`src/sv/rsrg_pkg.sv`:
```
// Shared types, constants and state encoding for the replacement selection run generator.
package rsrg_pkg;

    localparam int SLOTS    = 8;
    localparam int KEY_BITS = 16;
    localparam int IDX_W    = (SLOTS > 1) ? $clog2(SLOTS) : 1;
    localparam int FILL_W   = $clog2(SLOTS + 1);
    localparam int QDEPTH   = 2;
    localparam int QPTR_W   = $clog2(QDEPTH);
    localparam int QCNT_W   = $clog2(QDEPTH + 1);

    typedef struct packed {
        logic [15:0] key;
        logic        last;
    } in_item_t;

    typedef struct packed {
        logic [15:0] out_key;
        logic        end_of_run;
        logic        done_res;
    } out_item_t;

    typedef struct packed {
        logic [KEY_BITS-1:0] key;
        logic                last;
    } work_t;

    typedef struct packed {
        logic  valid;
        work_t item;
    } queue_head_t;

    typedef enum logic [2:0] {
        ST_IDLE,
        ST_PAD,
        ST_FLUSH,
        ST_MARK,
        ST_EMIT,
        ST_REPLAY,
        ST_DONE
    } back_state_t;

endpackage

```
`src/sv/rsrg_front.sv`:
```
// Input side: accepts transfers, trims keys and buffers them in a short queue.
module rsrg_front (
    input  logic                 aclk,
    input  logic                 aresetn,
    input  logic                 s_valid,
    output logic                 s_ready,
    input  rsrg_pkg::in_item_t   s_data,
    output rsrg_pkg::queue_head_t head,
    input  logic                 pop
);
    import rsrg_pkg::*;

    work_t             mem_reg [QDEPTH];
    logic [QPTR_W-1:0] wr_ptr_reg;
    logic [QPTR_W-1:0] rd_ptr_reg;
    logic [QCNT_W-1:0] count_reg;
    logic              push;
    logic              do_pop;

    assign s_ready = (count_reg < QCNT_W'(QDEPTH));
    assign push    = s_valid && s_ready;
    assign do_pop  = pop && (count_reg != '0);

    assign head.valid = (count_reg != '0);
    assign head.item  = mem_reg[rd_ptr_reg];

    always_ff @(posedge aclk) begin
        if (push) begin
            mem_reg[wr_ptr_reg].key  <= s_data.key[KEY_BITS-1:0];
            mem_reg[wr_ptr_reg].last <= s_data.last;
        end
    end

    always_ff @(posedge aclk) begin
        if (!aresetn) begin
            wr_ptr_reg <= '0;
            rd_ptr_reg <= '0;
            count_reg  <= '0;
        end else begin
            if (push) begin
                wr_ptr_reg <= (wr_ptr_reg == QPTR_W'(QDEPTH - 1)) ? '0 : wr_ptr_reg + 1'b1;
            end
            if (do_pop) begin
                rd_ptr_reg <= (rd_ptr_reg == QPTR_W'(QDEPTH - 1)) ? '0 : rd_ptr_reg + 1'b1;
            end
            if (push && !do_pop) begin
                count_reg <= count_reg + 1'b1;
            end else if (!push && do_pop) begin
                count_reg <= count_reg - 1'b1;
            end
        end
    end

endmodule

```
`src/sv/rsrg_back.sv`:
```
// Execution side: workspace, loser tree replay sequencer and output register.
module rsrg_back (
    input  logic                  aclk,
    input  logic                  aresetn,
    input  rsrg_pkg::queue_head_t head,
    output logic                  pop,
    output logic                  m_valid,
    input  logic                  m_ready,
    output rsrg_pkg::out_item_t   m_data
);
    import rsrg_pkg::*;

    back_state_t         state_reg, state_next;
    logic [KEY_BITS-1:0] slot_key_reg [SLOTS];
    logic                slot_tag_reg [SLOTS];
    logic                slot_empty_reg [SLOTS];
    logic [IDX_W-1:0]    tree_reg [SLOTS];
    logic [FILL_W-1:0]   fill_reg;
    logic                cur_reg;
    logic [KEY_BITS-1:0] key_reg;
    logic                last_reg;
    logic                flush_reg;
    logic [IDX_W-1:0]    w_reg;
    logic [IDX_W-1:0]    t_reg;
    logic [IDX_W-1:0]    q_idx_reg;
    logic [KEY_BITS-1:0] q_key_reg;
    logic                q_tag_reg;
    logic                q_empty_reg;
    out_item_t           out_reg;
    logic                out_valid_reg;

    logic                out_free;
    logic                out_load;
    logic                building;
    logic [IDX_W-1:0]    win;
    logic [IDX_W-1:0]    rd_idx;
    logic [KEY_BITS-1:0] rd_key;
    logic                rd_tag;
    logic                rd_empty;
    logic [IDX_W-1:0]    fill_slot;
    logic [IDX_W-1:0]    fill_t;
    logic [IDX_W-1:0]    w_t;
    logic                p_wins;
    logic [IDX_W-1:0]    t_half;

    function automatic logic [1:0] rank(input logic e, input logic tg, input logic cur);
        logic [1:0] r;
        if (e) begin
            r = 2'd2;
        end else begin
            r = (tg == cur) ? 2'd0 : 2'd1;
        end
        return r;
    endfunction

    function automatic logic beats(
        input logic [IDX_W-1:0] ai, input logic ae, input logic at, input logic [KEY_BITS-1:0] ak,
        input logic [IDX_W-1:0] bi, input logic be, input logic bt, input logic [KEY_BITS-1:0] bk,
        input logic bld, input logic cur);
        logic [1:0] ra;
        logic [1:0] rb;
        logic       res;
        ra = rank(ae, at, cur);
        rb = rank(be, bt, cur);
        if (bld && ai == '0) begin
            res = (bi != '0);
        end else if (bld && bi == '0) begin
            res = 1'b0;
        end else if (ra != rb) begin
            res = (ra < rb);
        end else begin
            res = (ak < bk);
        end
        return res;
    endfunction

    assign out_free  = !out_valid_reg || m_ready;
    assign out_load  = out_free && (state_reg == ST_MARK || state_reg == ST_EMIT ||
                                    state_reg == ST_DONE);
    assign building  = (fill_reg < FILL_W'(SLOTS));
    assign win       = tree_reg[0];
    assign fill_slot = IDX_W'(SLOTS - 1) - fill_reg[IDX_W-1:0];
    assign fill_t    = IDX_W'(((IDX_W+1)'(SLOTS) + {1'b0, fill_slot}) >> 1);
    assign w_t       = IDX_W'(((IDX_W+1)'(SLOTS) + {1'b0, w_reg}) >> 1);
    assign t_half    = t_reg >> 1;

    always_comb begin
        case (state_reg)
            ST_REPLAY:       rd_idx = tree_reg[t_reg];
            ST_MARK, ST_EMIT: rd_idx = w_reg;
            default:         rd_idx = win;
        endcase
    end

    assign rd_key   = slot_key_reg[rd_idx];
    assign rd_tag   = slot_tag_reg[rd_idx];
    assign rd_empty = slot_empty_reg[rd_idx];
    assign p_wins   = beats(rd_idx, rd_empty, rd_tag, rd_key,
                            q_idx_reg, q_empty_reg, q_tag_reg, q_key_reg, building, cur_reg);

    assign pop     = (state_reg == ST_IDLE) && head.valid;
    assign m_valid = out_valid_reg;
    assign m_data  = out_reg;

    always_comb begin
        state_next = state_reg;
        case (state_reg)
            ST_IDLE: begin
                if (head.valid) begin
                    if (building) begin
                        state_next = ST_REPLAY;
                    end else if (!rd_empty) begin
                        state_next = (rd_tag != cur_reg) ? ST_MARK : ST_EMIT;
                    end else if (head.item.last) begin
                        state_next = ST_PAD;
                    end
                end
            end
            ST_PAD:   state_next = building ? ST_REPLAY : ST_FLUSH;
            ST_FLUSH: begin
                if (rd_empty) begin
                    state_next = ST_DONE;
                end else begin
                    state_next = (rd_tag != cur_reg) ? ST_MARK : ST_EMIT;
                end
            end
            ST_MARK:  if (out_free) state_next = ST_EMIT;
            ST_EMIT:  if (out_free) state_next = ST_REPLAY;
            ST_REPLAY: begin
                if (t_half == '0) begin
                    if (flush_reg) begin
                        state_next = ST_FLUSH;
                    end else if (last_reg) begin
                        state_next = ST_PAD;
                    end else begin
                        state_next = ST_IDLE;
                    end
                end
            end
            ST_DONE:  if (out_free) state_next = ST_IDLE;
            default:  state_next = ST_IDLE;
        endcase
    end

    always_ff @(posedge aclk) begin
        if (!aresetn) begin
            state_reg <= ST_IDLE;
        end else begin
            state_reg <= state_next;
        end
    end

    always_ff @(posedge aclk) begin
        if (!aresetn) begin
            for (int i = 0; i < SLOTS; i++) begin
                slot_key_reg[i]   <= '0;
                slot_tag_reg[i]   <= 1'b0;
                slot_empty_reg[i] <= 1'b1;
                tree_reg[i]       <= '0;
            end
            fill_reg      <= '0;
            cur_reg       <= 1'b0;
            last_reg      <= 1'b0;
            flush_reg     <= 1'b0;
            out_valid_reg <= 1'b0;
        end else begin
            if (out_valid_reg && m_ready && !out_load) begin
                out_valid_reg <= 1'b0;
            end
            case (state_reg)
                ST_IDLE: begin
                    if (head.valid) begin
                        key_reg  <= head.item.key;
                        last_reg <= head.item.last;
                        w_reg    <= win;
                        if (building) begin
                            slot_key_reg[fill_slot]   <= head.item.key;
                            slot_tag_reg[fill_slot]   <= cur_reg;
                            slot_empty_reg[fill_slot] <= 1'b0;
                            fill_reg    <= fill_reg + 1'b1;
                            q_idx_reg   <= fill_slot;
                            q_key_reg   <= head.item.key;
                            q_tag_reg   <= cur_reg;
                            q_empty_reg <= 1'b0;
                            t_reg       <= fill_t;
                        end
                    end
                end
                ST_PAD: begin
                    if (building) begin
                        slot_key_reg[fill_slot]   <= '0;
                        slot_tag_reg[fill_slot]   <= cur_reg;
                        slot_empty_reg[fill_slot] <= 1'b1;
                        fill_reg    <= fill_reg + 1'b1;
                        q_idx_reg   <= fill_slot;
                        q_key_reg   <= '0;
                        q_tag_reg   <= cur_reg;
                        q_empty_reg <= 1'b1;
                        t_reg       <= fill_t;
                    end else begin
                        flush_reg <= 1'b1;
                    end
                end
                ST_FLUSH: begin
                    w_reg <= win;
                end
                ST_MARK: begin
                    if (out_free) begin
                        out_reg.out_key    <= '0;
                        out_reg.end_of_run <= 1'b1;
                        out_reg.done_res   <= 1'b0;
                        out_valid_reg      <= 1'b1;
                        cur_reg            <= ~cur_reg;
                    end
                end
                ST_EMIT: begin
                    if (out_free) begin
                        out_reg.out_key    <= 16'(rd_key);
                        out_reg.end_of_run <= 1'b0;
                        out_reg.done_res   <= 1'b0;
                        out_valid_reg      <= 1'b1;
                        q_idx_reg          <= w_reg;
                        t_reg              <= w_t;
                        if (flush_reg) begin
                            slot_key_reg[w_reg]   <= '0;
                            slot_empty_reg[w_reg] <= 1'b1;
                            q_key_reg             <= '0;
                            q_tag_reg             <= rd_tag;
                            q_empty_reg           <= 1'b1;
                        end else begin
                            slot_key_reg[w_reg]   <= key_reg;
                            slot_empty_reg[w_reg] <= 1'b0;
                            slot_tag_reg[w_reg]   <= (key_reg < rd_key) ? ~cur_reg : cur_reg;
                            q_key_reg             <= key_reg;
                            q_tag_reg             <= (key_reg < rd_key) ? ~cur_reg : cur_reg;
                            q_empty_reg           <= 1'b0;
                        end
                    end
                end
                ST_REPLAY: begin
                    if (p_wins) begin
                        tree_reg[t_reg] <= q_idx_reg;
                        q_idx_reg       <= rd_idx;
                        q_key_reg       <= rd_key;
                        q_tag_reg       <= rd_tag;
                        q_empty_reg     <= rd_empty;
                    end
                    t_reg <= t_half;
                    if (t_half == '0) begin
                        tree_reg[0] <= p_wins ? rd_idx : q_idx_reg;
                    end
                end
                ST_DONE: begin
                    if (out_free) begin
                        out_reg.out_key    <= '0;
                        out_reg.end_of_run <= 1'b1;
                        out_reg.done_res   <= 1'b1;
                        out_valid_reg      <= 1'b1;
                        for (int i = 0; i < SLOTS; i++) begin
                            slot_key_reg[i]   <= '0;
                            slot_tag_reg[i]   <= 1'b0;
                            slot_empty_reg[i] <= 1'b1;
                            tree_reg[i]       <= '0;
                        end
                        fill_reg  <= '0;
                        cur_reg   <= 1'b0;
                        last_reg  <= 1'b0;
                        flush_reg <= 1'b0;
                    end
                end
                default: begin
                end
            endcase
        end
    end

endmodule

```
`src/sv/replacement_selection_run_generator_core.sv`:
```
// Top level of the replacement selection run generator.
// The block turns a stream of keys into sorted runs for an external sort.
// Keys arrive on the s_ channel, one key per transfer, with last on the final key.
// The first eight keys fill the workspace and produce no result. Each later key
// produces one record result, preceded by an end-of-run marker when the next run starts.
// After the last key the workspace is flushed and a marker with done_res set closes
// the final run; the block then starts a fresh input with the next key.
// Sequence: while the workspace fills, the back end takes a key and then runs the
// loser tree replay, one tree level per cycle. After that each key is also emitted,
// preceded by any marker, before the replay.
// On short input each unfilled slot is padded and replayed. The flush then starts,
// each flushed key is emitted and replayed, preceded by any marker, and the final
// marker closes the input.
// Results sit in an output register. A stalled receiver holds the back end at its next
// result; the two-entry input queue then fills and s_ready drops.
// Reset is synchronous and clears the workspace, the tree and all handshake state.
module replacement_selection_run_generator_core (
    input  logic                aclk,
    input  logic                aresetn,
    input  logic                s_valid,
    output logic                s_ready,
    input  rsrg_pkg::in_item_t  s_data,
    output logic                m_valid,
    input  logic                m_ready,
    output rsrg_pkg::out_item_t m_data
);
    import rsrg_pkg::*;

    queue_head_t head;
    logic        pop;

    rsrg_front u_front (
        .aclk    (aclk),
        .aresetn (aresetn),
        .s_valid (s_valid),
        .s_ready (s_ready),
        .s_data  (s_data),
        .head    (head),
        .pop     (pop)
    );

    rsrg_back u_back (
        .aclk    (aclk),
        .aresetn (aresetn),
        .head    (head),
        .pop     (pop),
        .m_valid (m_valid),
        .m_ready (m_ready),
        .m_data  (m_data)
    );

    a_done_is_marker: assert property (@(posedge aclk) disable iff (!aresetn)
        m_valid && m_data.done_res |-> m_data.end_of_run)
        else $error("final result is not a marker");

    a_marker_key_zero: assert property (@(posedge aclk) disable iff (!aresetn)
        m_valid && m_data.end_of_run |-> m_data.out_key == '0)
        else $error("marker carries a nonzero key");

    a_pop_has_data: assert property (@(posedge aclk) disable iff (!aresetn)
        pop |-> head.valid)
        else $error("queue popped while empty");

endmodule

```
`config.mk`:
```
export PLATFORM = sky130hd
export DESIGN_NAME = replacement_selection_run_generator_core
export DESIGN_NICKNAME = d
export VERILOG_FILES = /design/src/sv/rsrg_pkg.sv /design/src/sv/rsrg_front.sv /design/src/sv/rsrg_back.sv /design/src/sv/replacement_selection_run_generator_core.sv
export SDC_FILE = /design/constraint.sdc
export NUM_CORES = 1
export LEC_CHECK = 0
export BUFFER_PORTS_ARGS = -buffer_cell sky130_fd_sc_hd__buf_2
export CAP_MARGIN = 20
export CORE_MARGIN = 2
export CORE_UTILIZATION = 40
export CTS_BUF_LIST = sky130_fd_sc_hd__clkbuf_8
export DETAILED_ROUTE_END_ITERATION = 16
export GPL_TIMING_DRIVEN = 0
export HOLD_SLACK_MARGIN = 0.03
export SETUP_SLACK_MARGIN = 0.1
export SYNTH_ARGS = -nofsm -noshare
export SYNTH_HDL_FRONTEND = slang
export SYNTH_SLANG_ARGS = --single-unit
export TNS_END_PERCENT = 1
```
`constraint.sdc`:
```
create_clock -name aclk -period 4.6 [get_ports aclk]
set_input_delay 0 -clock aclk [delete_from_list [all_inputs] [get_ports aclk]]
set_output_delay 0 -clock aclk [all_outputs]
set_load 0.02 [all_outputs]
```
==> results.sh, run 1 <==
export IMPL_status="finished, violations left"
export IMPL_violations="setup timing"
export IMPL_setup_slack_ns=-0.0296
export IMPL_dp_slack_ns=-1.35
export IMPL_synth_cells=1160
export IMPL_hp_class="primary input to register"
export IMPL_dp_hpwl_mm=23.7
export IMPL_ir_drop_mv=0.352
export IMPL_period_share=1.01
export IMPL_antenna_found_initial=0
export IMPL_synth_warnings=0
export IMPL_r2r_end="u_back.tree_reg[7][0]"
export IMPL_clock_tree_buffer_depth=3
export IMPL_synth_area_top_cells="edfxtp_1 54%, mux2i_1 7.7%, nor2_1 5.1%"
export IMPL_detail_route_antenna_nets=0
export IMPL_core_mm2=0.0344
export IMPL_n_fill_cell=3066
export IMPL_slew_headroom=0.351
export IMPL_drt_total_wl_mm=35.5
export IMPL_synth_area_per_cell_um2=12.0
export IMPL_first_global_vias=9951
export IMPL_critPathKind="register to register"
export IMPL_cts_tree="built"
export IMPL_clock_fmax_ghz=0.216
export IMPL_drive_above_1_share=0.228
export IMPL_gp_congestion=0.841
export IMPL_areaGrowthSynthToFinish_pct=22.3
export IMPL_clkTransAtPathRegs_ns=0.06
export IMPL_hold_slack_ns=0.149
export IMPL_first_iter_violations=727
export IMPL_layout_min_cycle_time_ns=4.63
export IMPL_p_per_area_mw_per_mm2=646
export IMPL_syn_area_mm2=0.0139
export IMPL_port_buffers=40
export IMPL_n_antenna_cell=0
export IMPL_synth_edf_count=250
export IMPL_setup_viol=14
export IMPL_cts_made_buffers=46
export IMPL_synth_top_area_cell="edfxtp_1"
export IMPL_grt_setup_unrepaired="true"
export IMPL_drcViolationCount=0
export IMPL_grtUsageTotal=0.200
export IMPL_ys_ff_latch=282
export IMPL_fin_worst_skew_ns=0.0301
export IMPL_die_h_um=190
export IMPL_critPathCaptureType="register"
export IMPL_cts_root_buffer="clkbuf_8"
export IMPL_synth_cell_types=67
export IMPL_path_delay_family="simple AND/OR/NAND/NOR gates"
export IMPL_dieArea_mm2=0.0362
export IMPL_cpMaxStageDelayCell="or3_4"
export IMPL_largest_reg_flops=128
export IMPL_clkSinkCount=282
export IMPL_ff2ff_path_depth=20
export IMPL_tightest_slew_ns=0.964
export IMPL_htree_num_levels=2
export IMPL_dr_total_vias=9937
export IMPL_required_ns=4.93
export IMPL_path_depth=20
export IMPL_ff2ff_setup_slack_ns=-0.03
export IMPL_synth_top_cells_by_count="250 x edfxtp_1, 189 x nor2_1, 107 x mux2i_1"
export IMPL_cp_num_buf_inv=6
export IMPL_slowest_delay_ns=0.42
export IMPL_start_util=0.404
export IMPL_cp_max_fo=6
export IMPL_fp_dieW_um=190
export IMPL_synth_main_ff_cell="edfxtp_1"
export IMPL_rows=68
export IMPL_drv_slew=0
export IMPL_clk_latency_ns=0.59
export IMPL_grt_overflow_total=0
export IMPL_crit_path_start_kind="register"
export IMPL_wl_per_cell_um=19.6
export IMPL_yosysTopAreaCellShare=0.541
export IMPL_yosysSeqAreaShare=0.587
export IMPL_total_leakage_power_nw=6.51
export IMPL_yosysMostFrequentCell="edfxtp_1"
export IMPL_grt_first_pass_wirelength_mm=55.7
export IMPL_grt_max_degree=18
export IMPL_pin_count=41
export IMPL_maxCapViolCount=0
export IMPL_finalNetCount=1378
export IMPL_hold_viol_final=0
export IMPL_routed_via_density=5.48
export IMPL_cp_common_cell="buf_4"
export IMPL_critical_path_arrival_ns=4.96
export IMPL_synthArstFlopShare=0
export IMPL_path_cells="buf_6, nor2b_1, a211o_1, buf_6, and3_4, or3_4, bufbuf_16, buf_4, mux2_4, ha_4, nand4_1, or2_4, o221ai_4, or2_4, o311a_4, a21oi_4, and4_4, buf_4, buf_4, and3_4"
export IMPL_crit_end="u_back.tree_reg[7][0]"
export IMPL_synthesis_nets=1215
export IMPL_dr_pass1_iters=5
final cells by class:
class	instances	area, um2	share of cell area
clock buffer	48	661	0.0390
sequential	282	8160	0.481
timing repair buffer	115	901	0.0531
tap	455	569	0.0336
inverter	59	230	0.0136
clock inverter	36	184	0.0108
buffer	66	488	0.0288
multi-input combinational	753	5770	0.340
worst min-delay path by stage:
stage / start / cells past startpoint / end / slack, ns
3_3_place_gp: s_data[12] / 1 / u_front.mem_reg[1][12] / 0.19
3_5_place_dp: s_data[11] / 1 / u_front.mem_reg[0][11] / 0.19
5_1_grt: s_data[7] / 2 / u_front.mem_reg[1][7] / 0.13
4_1_cts: s_data[7] / 2 / u_front.mem_reg[1][7] / 0.10
2_1_floorplan: s_data[0] / 0 / u_front.mem_reg[0][0] / 0.1
6_report: s_data[7] / 2 / u_front.mem_reg[1][7] / 0.15
worst reg2reg max path: cells and delay by family (launching register included):
kind	cells	cell delay (ns)
fa+ha+maj	1	0.28
flops	1	0.35
buf+inv	6	1.02
mux	1	0.34
simple gates	8	1.56
compound gates	4	0.84
cells in the final DEF (no fill, tap or decap), types with 9 or more instances in the layout:
cell	n
dfxtp_1	28
clkbuf_8	48
inv_1	67
mux2_2	27
nand4_1	12
edfxtp_1	250
clkinv_1	14
and3_1	12
a21o_1	16
nor2_1	187
buf_6	15
clkbuf_1	35
mux2_4	11
nor3_1	12
dlygate4sd3_1	20
o211ai_1	17
a21oi_1	36
nand3_1	17
mux2i_1	94
and4_1	10
a221oi_1	17
a22oi_1	16
buf_4	46
o21ai_0	18
ha_4	10
mux2i_2	9
buf_2	42
nand2_1	53
ha_1	24
where the power goes:
| group | switching (W) | leakage (nW) | total [W] | internal, W |
|---|---|---|---|---|
| clock | 0.00103 | 0.482 | 0.00206 | 0.00103 |
| combinational | 0.00310 | 3.28 | 0.00531 | 0.00222 |
| sequential | 0.000190 | 2.75 | 0.00357 | 0.00338 |
| total | 0.00432 | 6.51 | 0.0109 | 0.00663 |
timing repair:
item	4_1_cts	5_1_grt
gates cloned	5	0
pin swaps	24	16
resized for setup	125	45
endpoints found under the hold margin	41	0
setup buffers	42	5
setup endpoints to repair	75	70
hold buffers	20	0
logic make-up after synthesis:
| kind of cell | count (synthesis) | synth area share |
|---|---|---|
| flops | 282 | 0.587 |
| xor+xnor | 8 | 0.00505 |
| simple gates | 365 | 0.122 |
| compound gates | 195 | 0.101 |
| buf+inv | 126 | 0.0370 |
| fa+ha+maj | 34 | 0.0307 |
| mux | 150 | 0.117 |
metal layers:
| layer | up-vias | global-route usage | routed length [um] |
|---|---|---|---|
| met3 | 70 | 0.0421 | 2470 |
| li1 | 4650 | - | - |
| met5 | - | 0 | 0 |
| met4 | 0 | 0.0787 | 1160 |
| met2 | 367 | 0.317 | 16100 |
| met1 | 4850 | 0.270 | 15800 |
through the flow:
step | area [um2] | std cells | power, W | TNS [ns] | util
after floorplan | 13900 | 1160 | 0.00652 | 0 | -
after global placement | 14700 | 1655 | 0.00766 | -79.42 | 0.428
after detailed placement | 14700 | 1659 | 0.00773 | -78.66 | 0.429
after CTS | 16700 | 1809 | 0.0107 | -0.116 | 0.486
after global routing | 17000 | 1814 | 0.0116 | -4.11 | 0.493
final | 17000 | 1814 | 0.0109 | -0.189 | 0.493
Note: power is estimated with default switching activity, not from simulation.
==> inputs of run 2 (changes only) <==
Settings changed: CORE_ASPECT_RATIO from default to 2.
==> run 2 against run 1 <==
The flow still finishes with violations (setup timing). Clock power up 5%. Routed wire length up 12%. Sequential share of layout area up 0.30 points. Register-to-register slack worse by 0.03 ns. Critical path depth unchanged. Core utilization down 0.091 points. Combinational power down 0.9%. Cell count down 1.3%. First-iteration DRC count down 5.2%. Non-clock buffer count down 2. Critical endpoint unchanged.
==> results.sh, run 2 (synthesis results as in run 1) <==
export IMPL_status="finished, violations left"
export IMPL_violations="setup timing"
export IMPL_setup_viol=10
export IMPL_htree_num_levels=2
export IMPL_grt_setup_unrepaired="true"
export IMPL_clkSinkCount=282
export IMPL_p_clk_frac=0.196
export IMPL_crit_path_start_kind="register"
export IMPL_antenna_found_initial=1
export IMPL_cts_made_buffers=41
export IMPL_critPathKind="register to register"
export IMPL_wl_per_cell_um=22.3
export IMPL_start_util=0.405
export IMPL_dp_hpwl_mm=28.9
export IMPL_swShare=0.395
export IMPL_setup_slack_ns=-0.0641
export IMPL_period_share=1.01
export IMPL_ff2ff_setup_slack_ns=-0.06
export IMPL_p_seq_frac=0.327
export IMPL_routed_via_density=5.66
export IMPL_port_buffers=40
export IMPL_first_iter_violations=689
export IMPL_rows=96
export IMPL_dr_pass1_iters=6
export IMPL_hold_slack_ns=0.158
export IMPL_final_cell_mix="250 x edfxtp_1, 187 x nor2_1, 88 x mux2i_1"
export IMPL_final_common_cell="edfxtp_1"
export IMPL_dr_total_vias=10100
export IMPL_drv_slew=0
export IMPL_setup_tns_ns=-0.390
export IMPL_fp_dieW_um=136
export IMPL_drt_total_wl_mm=39.9
export IMPL_total_leakage_power_nw=6.49
export IMPL_hp_class="primary input to register"
export IMPL_detail_route_antenna_nets=0
export IMPL_ir_drop_mv=0.248
export IMPL_pwr_share_comb=0.478
export IMPL_cp_max_fo=10
export IMPL_die_h_um=267
export IMPL_clkTransAtPathRegs_ns=0.07
export IMPL_grt_overflow_total=0
export IMPL_first_global_vias=10500
export IMPL_critPathCaptureType="register"
export IMPL_drive_above_1_share=0.223
export IMPL_grt_max_degree=18
export IMPL_clock_fmax_ghz=0.214
export IMPL_tightest_slew_ns=1.18
export IMPL_slew_headroom=0.215
export IMPL_dpl_cell_area_mm2=0.0147
export IMPL_dp_slack_ns=-1.78
export IMPL_maxCapViolCount=0
export IMPL_pin_count=41
export IMPL_layout_min_cycle_time_ns=4.66
export IMPL_drcViolationCount=0
export IMPL_clk_latency_ns=0.57
export IMPL_grtUsageTotal=0.222
export IMPL_finalNetCount=1370
export IMPL_core_mm2=0.0342
export IMPL_p_int_w=0.00667
export IMPL_areaGrowthSynthToFinish_pct=21.5
export IMPL_gp_congestion=0.879
export IMPL_required_ns=4.85
export IMPL_clock_tree_buffer_depth=3
export IMPL_p_sw_w=0.00435
export IMPL_hold_viol_final=0
export IMPL_largest_reg_flops=128
export IMPL_fin_worst_skew_ns=0.0230
export IMPL_power_w=0.0110
export IMPL_critical_path_arrival_ns=4.92
export IMPL_cts_root_buffer="clkbuf_8"
export IMPL_grt_first_pass_wirelength_mm=59.5
export IMPL_fin_area_mm2=0.0169
export IMPL_dieArea_mm2=0.0363
export IMPL_cts_tree="built"
export IMPL_p_per_area_mw_per_mm2=653
-- run 2: cell count changes in the layout (fill, tap and decap cells not counted), sizes merged, moves of 2 or more --
| cell | delta |
|---|---|
| bufinv | +4 |
| clkbuf | -5 |
| clkinv | -9 |
| clkinvlp | +2 |
-- run 2: timing repair --
| item | in CTS | in global routing |
|---|---|---|
| setup endpoints to repair | 75 | 73 |
| endpoints found under the hold margin | 41 | 0 |
| hold buffers | 20 | 0 |
| gates resized for setup | 131 | 22 |
| cloned | 2 | 1 |
| pin swaps | 29 | 14 |
| setup buffers | 32 | 15 |
-- run 2: critical path: stages (launching register included) --
cell and delay [ns]:
dfxtp_4 0.37, buf_8 0.14, mux4_2 0.54, mux2i_1 0.16
o21ai_1 0.10, buf_6 0.15, buf_4 0.14, buf_8 0.15
mux2i_2 0.31, mux2_4 0.27, ha_4 0.21, a21o_1 0.15
a21o_1 0.16, a21oi_2 0.18, o221ai_4 0.14, or2_4 0.26
o311a_4 0.14, a21oi_4 0.17, and4_4 0.27, buf_6 0.14
a21o_1 0.19
-- run 2: cell type report --
type / count / area [um2]
timing repair buffer: 114 / 896
tap: 441 / 552
clock inverter: 33 / 273
inverter: 59 / 228
multi-input combinational: 752 / 5680
buffer: 65 / 472
fill: 3050 / 17400
clock buffer: 43 / 592
sequential: 282 / 8160
antenna: 1 / 2.50
-- run 2: power by group through the flow --
stage / Combinational, W / Clock, W / Sequential [W]
2_1_floorplan: 0.00293 / 0 / 0.00359
3_3_place_gp: 0.00421 / 0 / 0.00362
3_5_place_dp: 0.00431 / 0 / 0.00363
4_1_cts: 0.00505 / 0.00219 / 0.00360
5_1_grt: 0.00562 / 0.00228 / 0.00363
6_report: 0.00526 / 0.00216 / 0.00360
-- run 2: path summary, 6_finish.rpt --
kind	cells after the start	end	from
setup / recovery	20	u_back.tree_reg[7][0]	register
hold reg to reg	2	u_back.last_reg	u_back.last_reg
setup reg to reg	20	u_back.tree_reg[7][0]	register
hold / removal	2	u_front.mem_reg[1][15]	s_data[15]
-- run 2: per-stage QoR --
step | util | std cells
detailed placement | 0.430 | 1645
global placement | 0.429 | 1641
floorplan | - | 1160
finish | 0.492 | 1790
global route | 0.492 | 1790
CTS | 0.485 | 1774
-- run 2: routing by layer --
metal,GRT usage,routed length (um),vias up
met3,0.0259,1250,155
met1,0.195,12500,4983
met5,0,0,-
met4,0.148,2850,0
li1,-,-,4626
met2,0.449,23400,368
==> inputs of run 3 (changes only) <==
Settings changed: CORE_MARGIN 2 to 4.
==> run 3 against run 2 <==
The flow still finishes with violations (setup timing). Die area grew 4.5%. Sequential power is essentially flat. Global-route usage shrank 1.4 points. Power shrank 1.1%. Sequential share of layout area is essentially flat. Non-clock buffer count shrank 7. Core utilization is essentially flat.
==> results.sh, run 3 (synthesis results as in run 1) <==
export IMPL_antenna_found_initial=1
export IMPL_start_util=0.405
export IMPL_critPathKind="register to register"
export IMPL_cts_root_buffer="clkbuf_8"
export IMPL_drive_above_1_share=0.222
export IMPL_clk_latency_ns=0.57
export IMPL_tightest_slew_ns=1.16
export IMPL_areaGrowthSynthToFinish_pct=21.6
export IMPL_rows=96
export IMPL_die_h_um=271
export IMPL_grt_first_pass_wirelength_mm=59.8
export IMPL_largest_reg_flops=128
export IMPL_min_from="s_data[13]"
export IMPL_grt_overflow_total=0
export IMPL_core_mm2=0.0342
export IMPL_dieArea_mm2=0.0379
export IMPL_hp_class="primary input to register"
export IMPL_dr_total_vias=9987
export IMPL_detail_route_antenna_nets=0
export IMPL_port_buffers=40
export IMPL_maxCapViolCount=0
export IMPL_setup_slack_ns=-0.149
export IMPL_dp_hpwl_mm=29.0
export IMPL_worstHoldPathCells=2
export IMPL_ir_drop_mv=0.253
export IMPL_pin_count=41
export IMPL_final_common_cell="edfxtp_1"
export IMPL_layout_min_cycle_time_ns=4.75
export IMPL_dpl_cell_area_mm2=0.0147
export IMPL_drt_total_wl_mm=40.1
export IMPL_fin_area_mm2=0.0169
export IMPL_grt_max_degree=18
export IMPL_drv_slew=0
export IMPL_clkSinkCount=282
export IMPL_ff2ff_setup_slack_ns=-0.15
export IMPL_ff2ff_path_depth=22
export IMPL_final_util=0.493
export IMPL_first_iter_violations=688
export IMPL_cp_max_fo=8
export IMPL_drcViolationCount=0
export IMPL_required_ns=4.86
export IMPL_status="finished, violations left"
export IMPL_r2r_start="u_back.tree_reg[0][1]"
export IMPL_crit_path_start_kind="register"
export IMPL_gp_congestion=0.910
export IMPL_r2r_end="u_back.tree_reg[7][0]"
export IMPL_slew_headroom=0.224
export IMPL_period_share=1.03
export IMPL_dp_slack_ns=-1.78
export IMPL_critPathCaptureType="register"
export IMPL_clock_tree_buffer_depth=3
export IMPL_violations="setup timing"
export IMPL_hold_viol_final=0
export IMPL_clkTransAtPathRegs_ns=0.07
export IMPL_finalNetCount=1363
export IMPL_setup_viol=49
export IMPL_total_leakage_power_nw=6.42
export IMPL_n_fill_cell=3091
export IMPL_htree_num_levels=2
export IMPL_grt_setup_unrepaired="true"
export IMPL_final_cell_mix="250 x edfxtp_1, 187 x nor2_1, 82 x mux2i_1"
export IMPL_clock_fmax_ghz=0.211
export IMPL_fp_dieW_um=140
export IMPL_first_global_vias=10500
export IMPL_p_per_area_mw_per_mm2=646
export IMPL_grtUsageTotal=0.207
export IMPL_fin_worst_skew_ns=0.0202
export IMPL_min_to="u_front.mem_reg[1][13]"
export IMPL_critical_path_arrival_ns=5.01
export IMPL_wl_per_cell_um=22.5
export IMPL_routed_via_density=5.60
export IMPL_dr_pass1_iters=6
export IMPL_cts_made_buffers=40
export IMPL_cts_tree="built"
[run 3: through the flow]
step	setup TNS [ns]	hold slack [ns]	instances	power [W]
finish	-3.71	0.166	1782	0.0109
global route	-9.29	0.158	1782	0.0114
CTS	-0.140	0.133	1775	0.0107
detailed placement	-97.71	0.194	1643	0.00795
global placement	-94.67	0.190	1641	0.00784
floorplan	0	0.0989	1160	0.00652
[run 3: critical path, cell delays in order, from the launching register on]
cell and delay, ns:
edfxtp_1 0.43, buf_6 0.16, nand2_1 0.07, a21oi_1 0.08, a211oi_2 0.35, o21ai_1 0.13
clkbuf_8 0.21, buf_12 0.16, buf_12 0.12, mux2i_1 0.21, mux2i_1 0.11, mux2_4 0.31
ha_4 0.22, a21o_1 0.15, a21o_1 0.16, a21oi_2 0.18, o221ai_4 0.16, or2_4 0.28
o311a_4 0.15, a21oi_4 0.19, and4_4 0.27, buf_6 0.13, a21o_1 0.19
[run 3: timing repair]
action,in CTS,in global routing
setup buffers,36,6
cloned,3,0
hold buffers,20,0
resized for setup,144,30
endpoints found under the hold margin,39,0
endpoints found under the setup margin,75,71
pin swaps,28,11
[run 3: report_power, final]
part | leakage (nW) | internal (W) | switching, W
sequential | 2.75 | 0.00338 | 0.000210
clock | 0.440 | 0.000967 | 0.000978
combinational | 3.22 | 0.00217 | 0.00319
total | 6.42 | 0.00652 | 0.00437
[run 3: how the worst max path moves through the flow]
stage,start,end,slack [ns],cells after the start
6_report,u_back.tree_reg[0][1],u_back.tree_reg[7][0],-0.15,22
5_1_grt,u_back.tree_reg[0][1],u_back.tree_reg[7][2],-0.25,21
4_1_cts,register,u_back.tree_reg[7][2],-0.03,19
3_5_place_dp,u_back.state_reg[1],u_back.slot_tag_reg[7],-1.78,20
3_3_place_gp,u_back.state_reg[1],u_back.slot_tag_reg[7],-1.76,20
2_1_floorplan,u_back.state_reg[0],u_back.tree_reg[5][0],0.11,21
[run 3: area by class of cell]
type / instances / area, um2 / area share
sequential: 282 / 8160 / 0.484
multi-input combinational: 753 / 5800 / 0.344
timing repair buffer: 106 / 847 / 0.0502
clock buffer: 42 / 578 / 0.0343
tap: 441 / 552 / 0.0327
buffer: 66 / 500 / 0.0297
inverter: 59 / 228 / 0.0135
clock inverter: 32 / 194 / 0.0115
antenna: 1 / 2.50 / 0.000148
[run 3: layer usage]
metal | vias to the layer above | global-route usage | wire [um] | share of wire
li1 | 4622 | - | - | -
met1 | 4919 | 0.185 | 12400 | 0.31
met2 | 315 | 0.422 | 23500 | 0.59
met3 | 131 | 0.0215 | 1310 | 0.033
met4 | 0 | 0.135 | 2920 | 0.073
met5 | - | 0 | 0 | 0
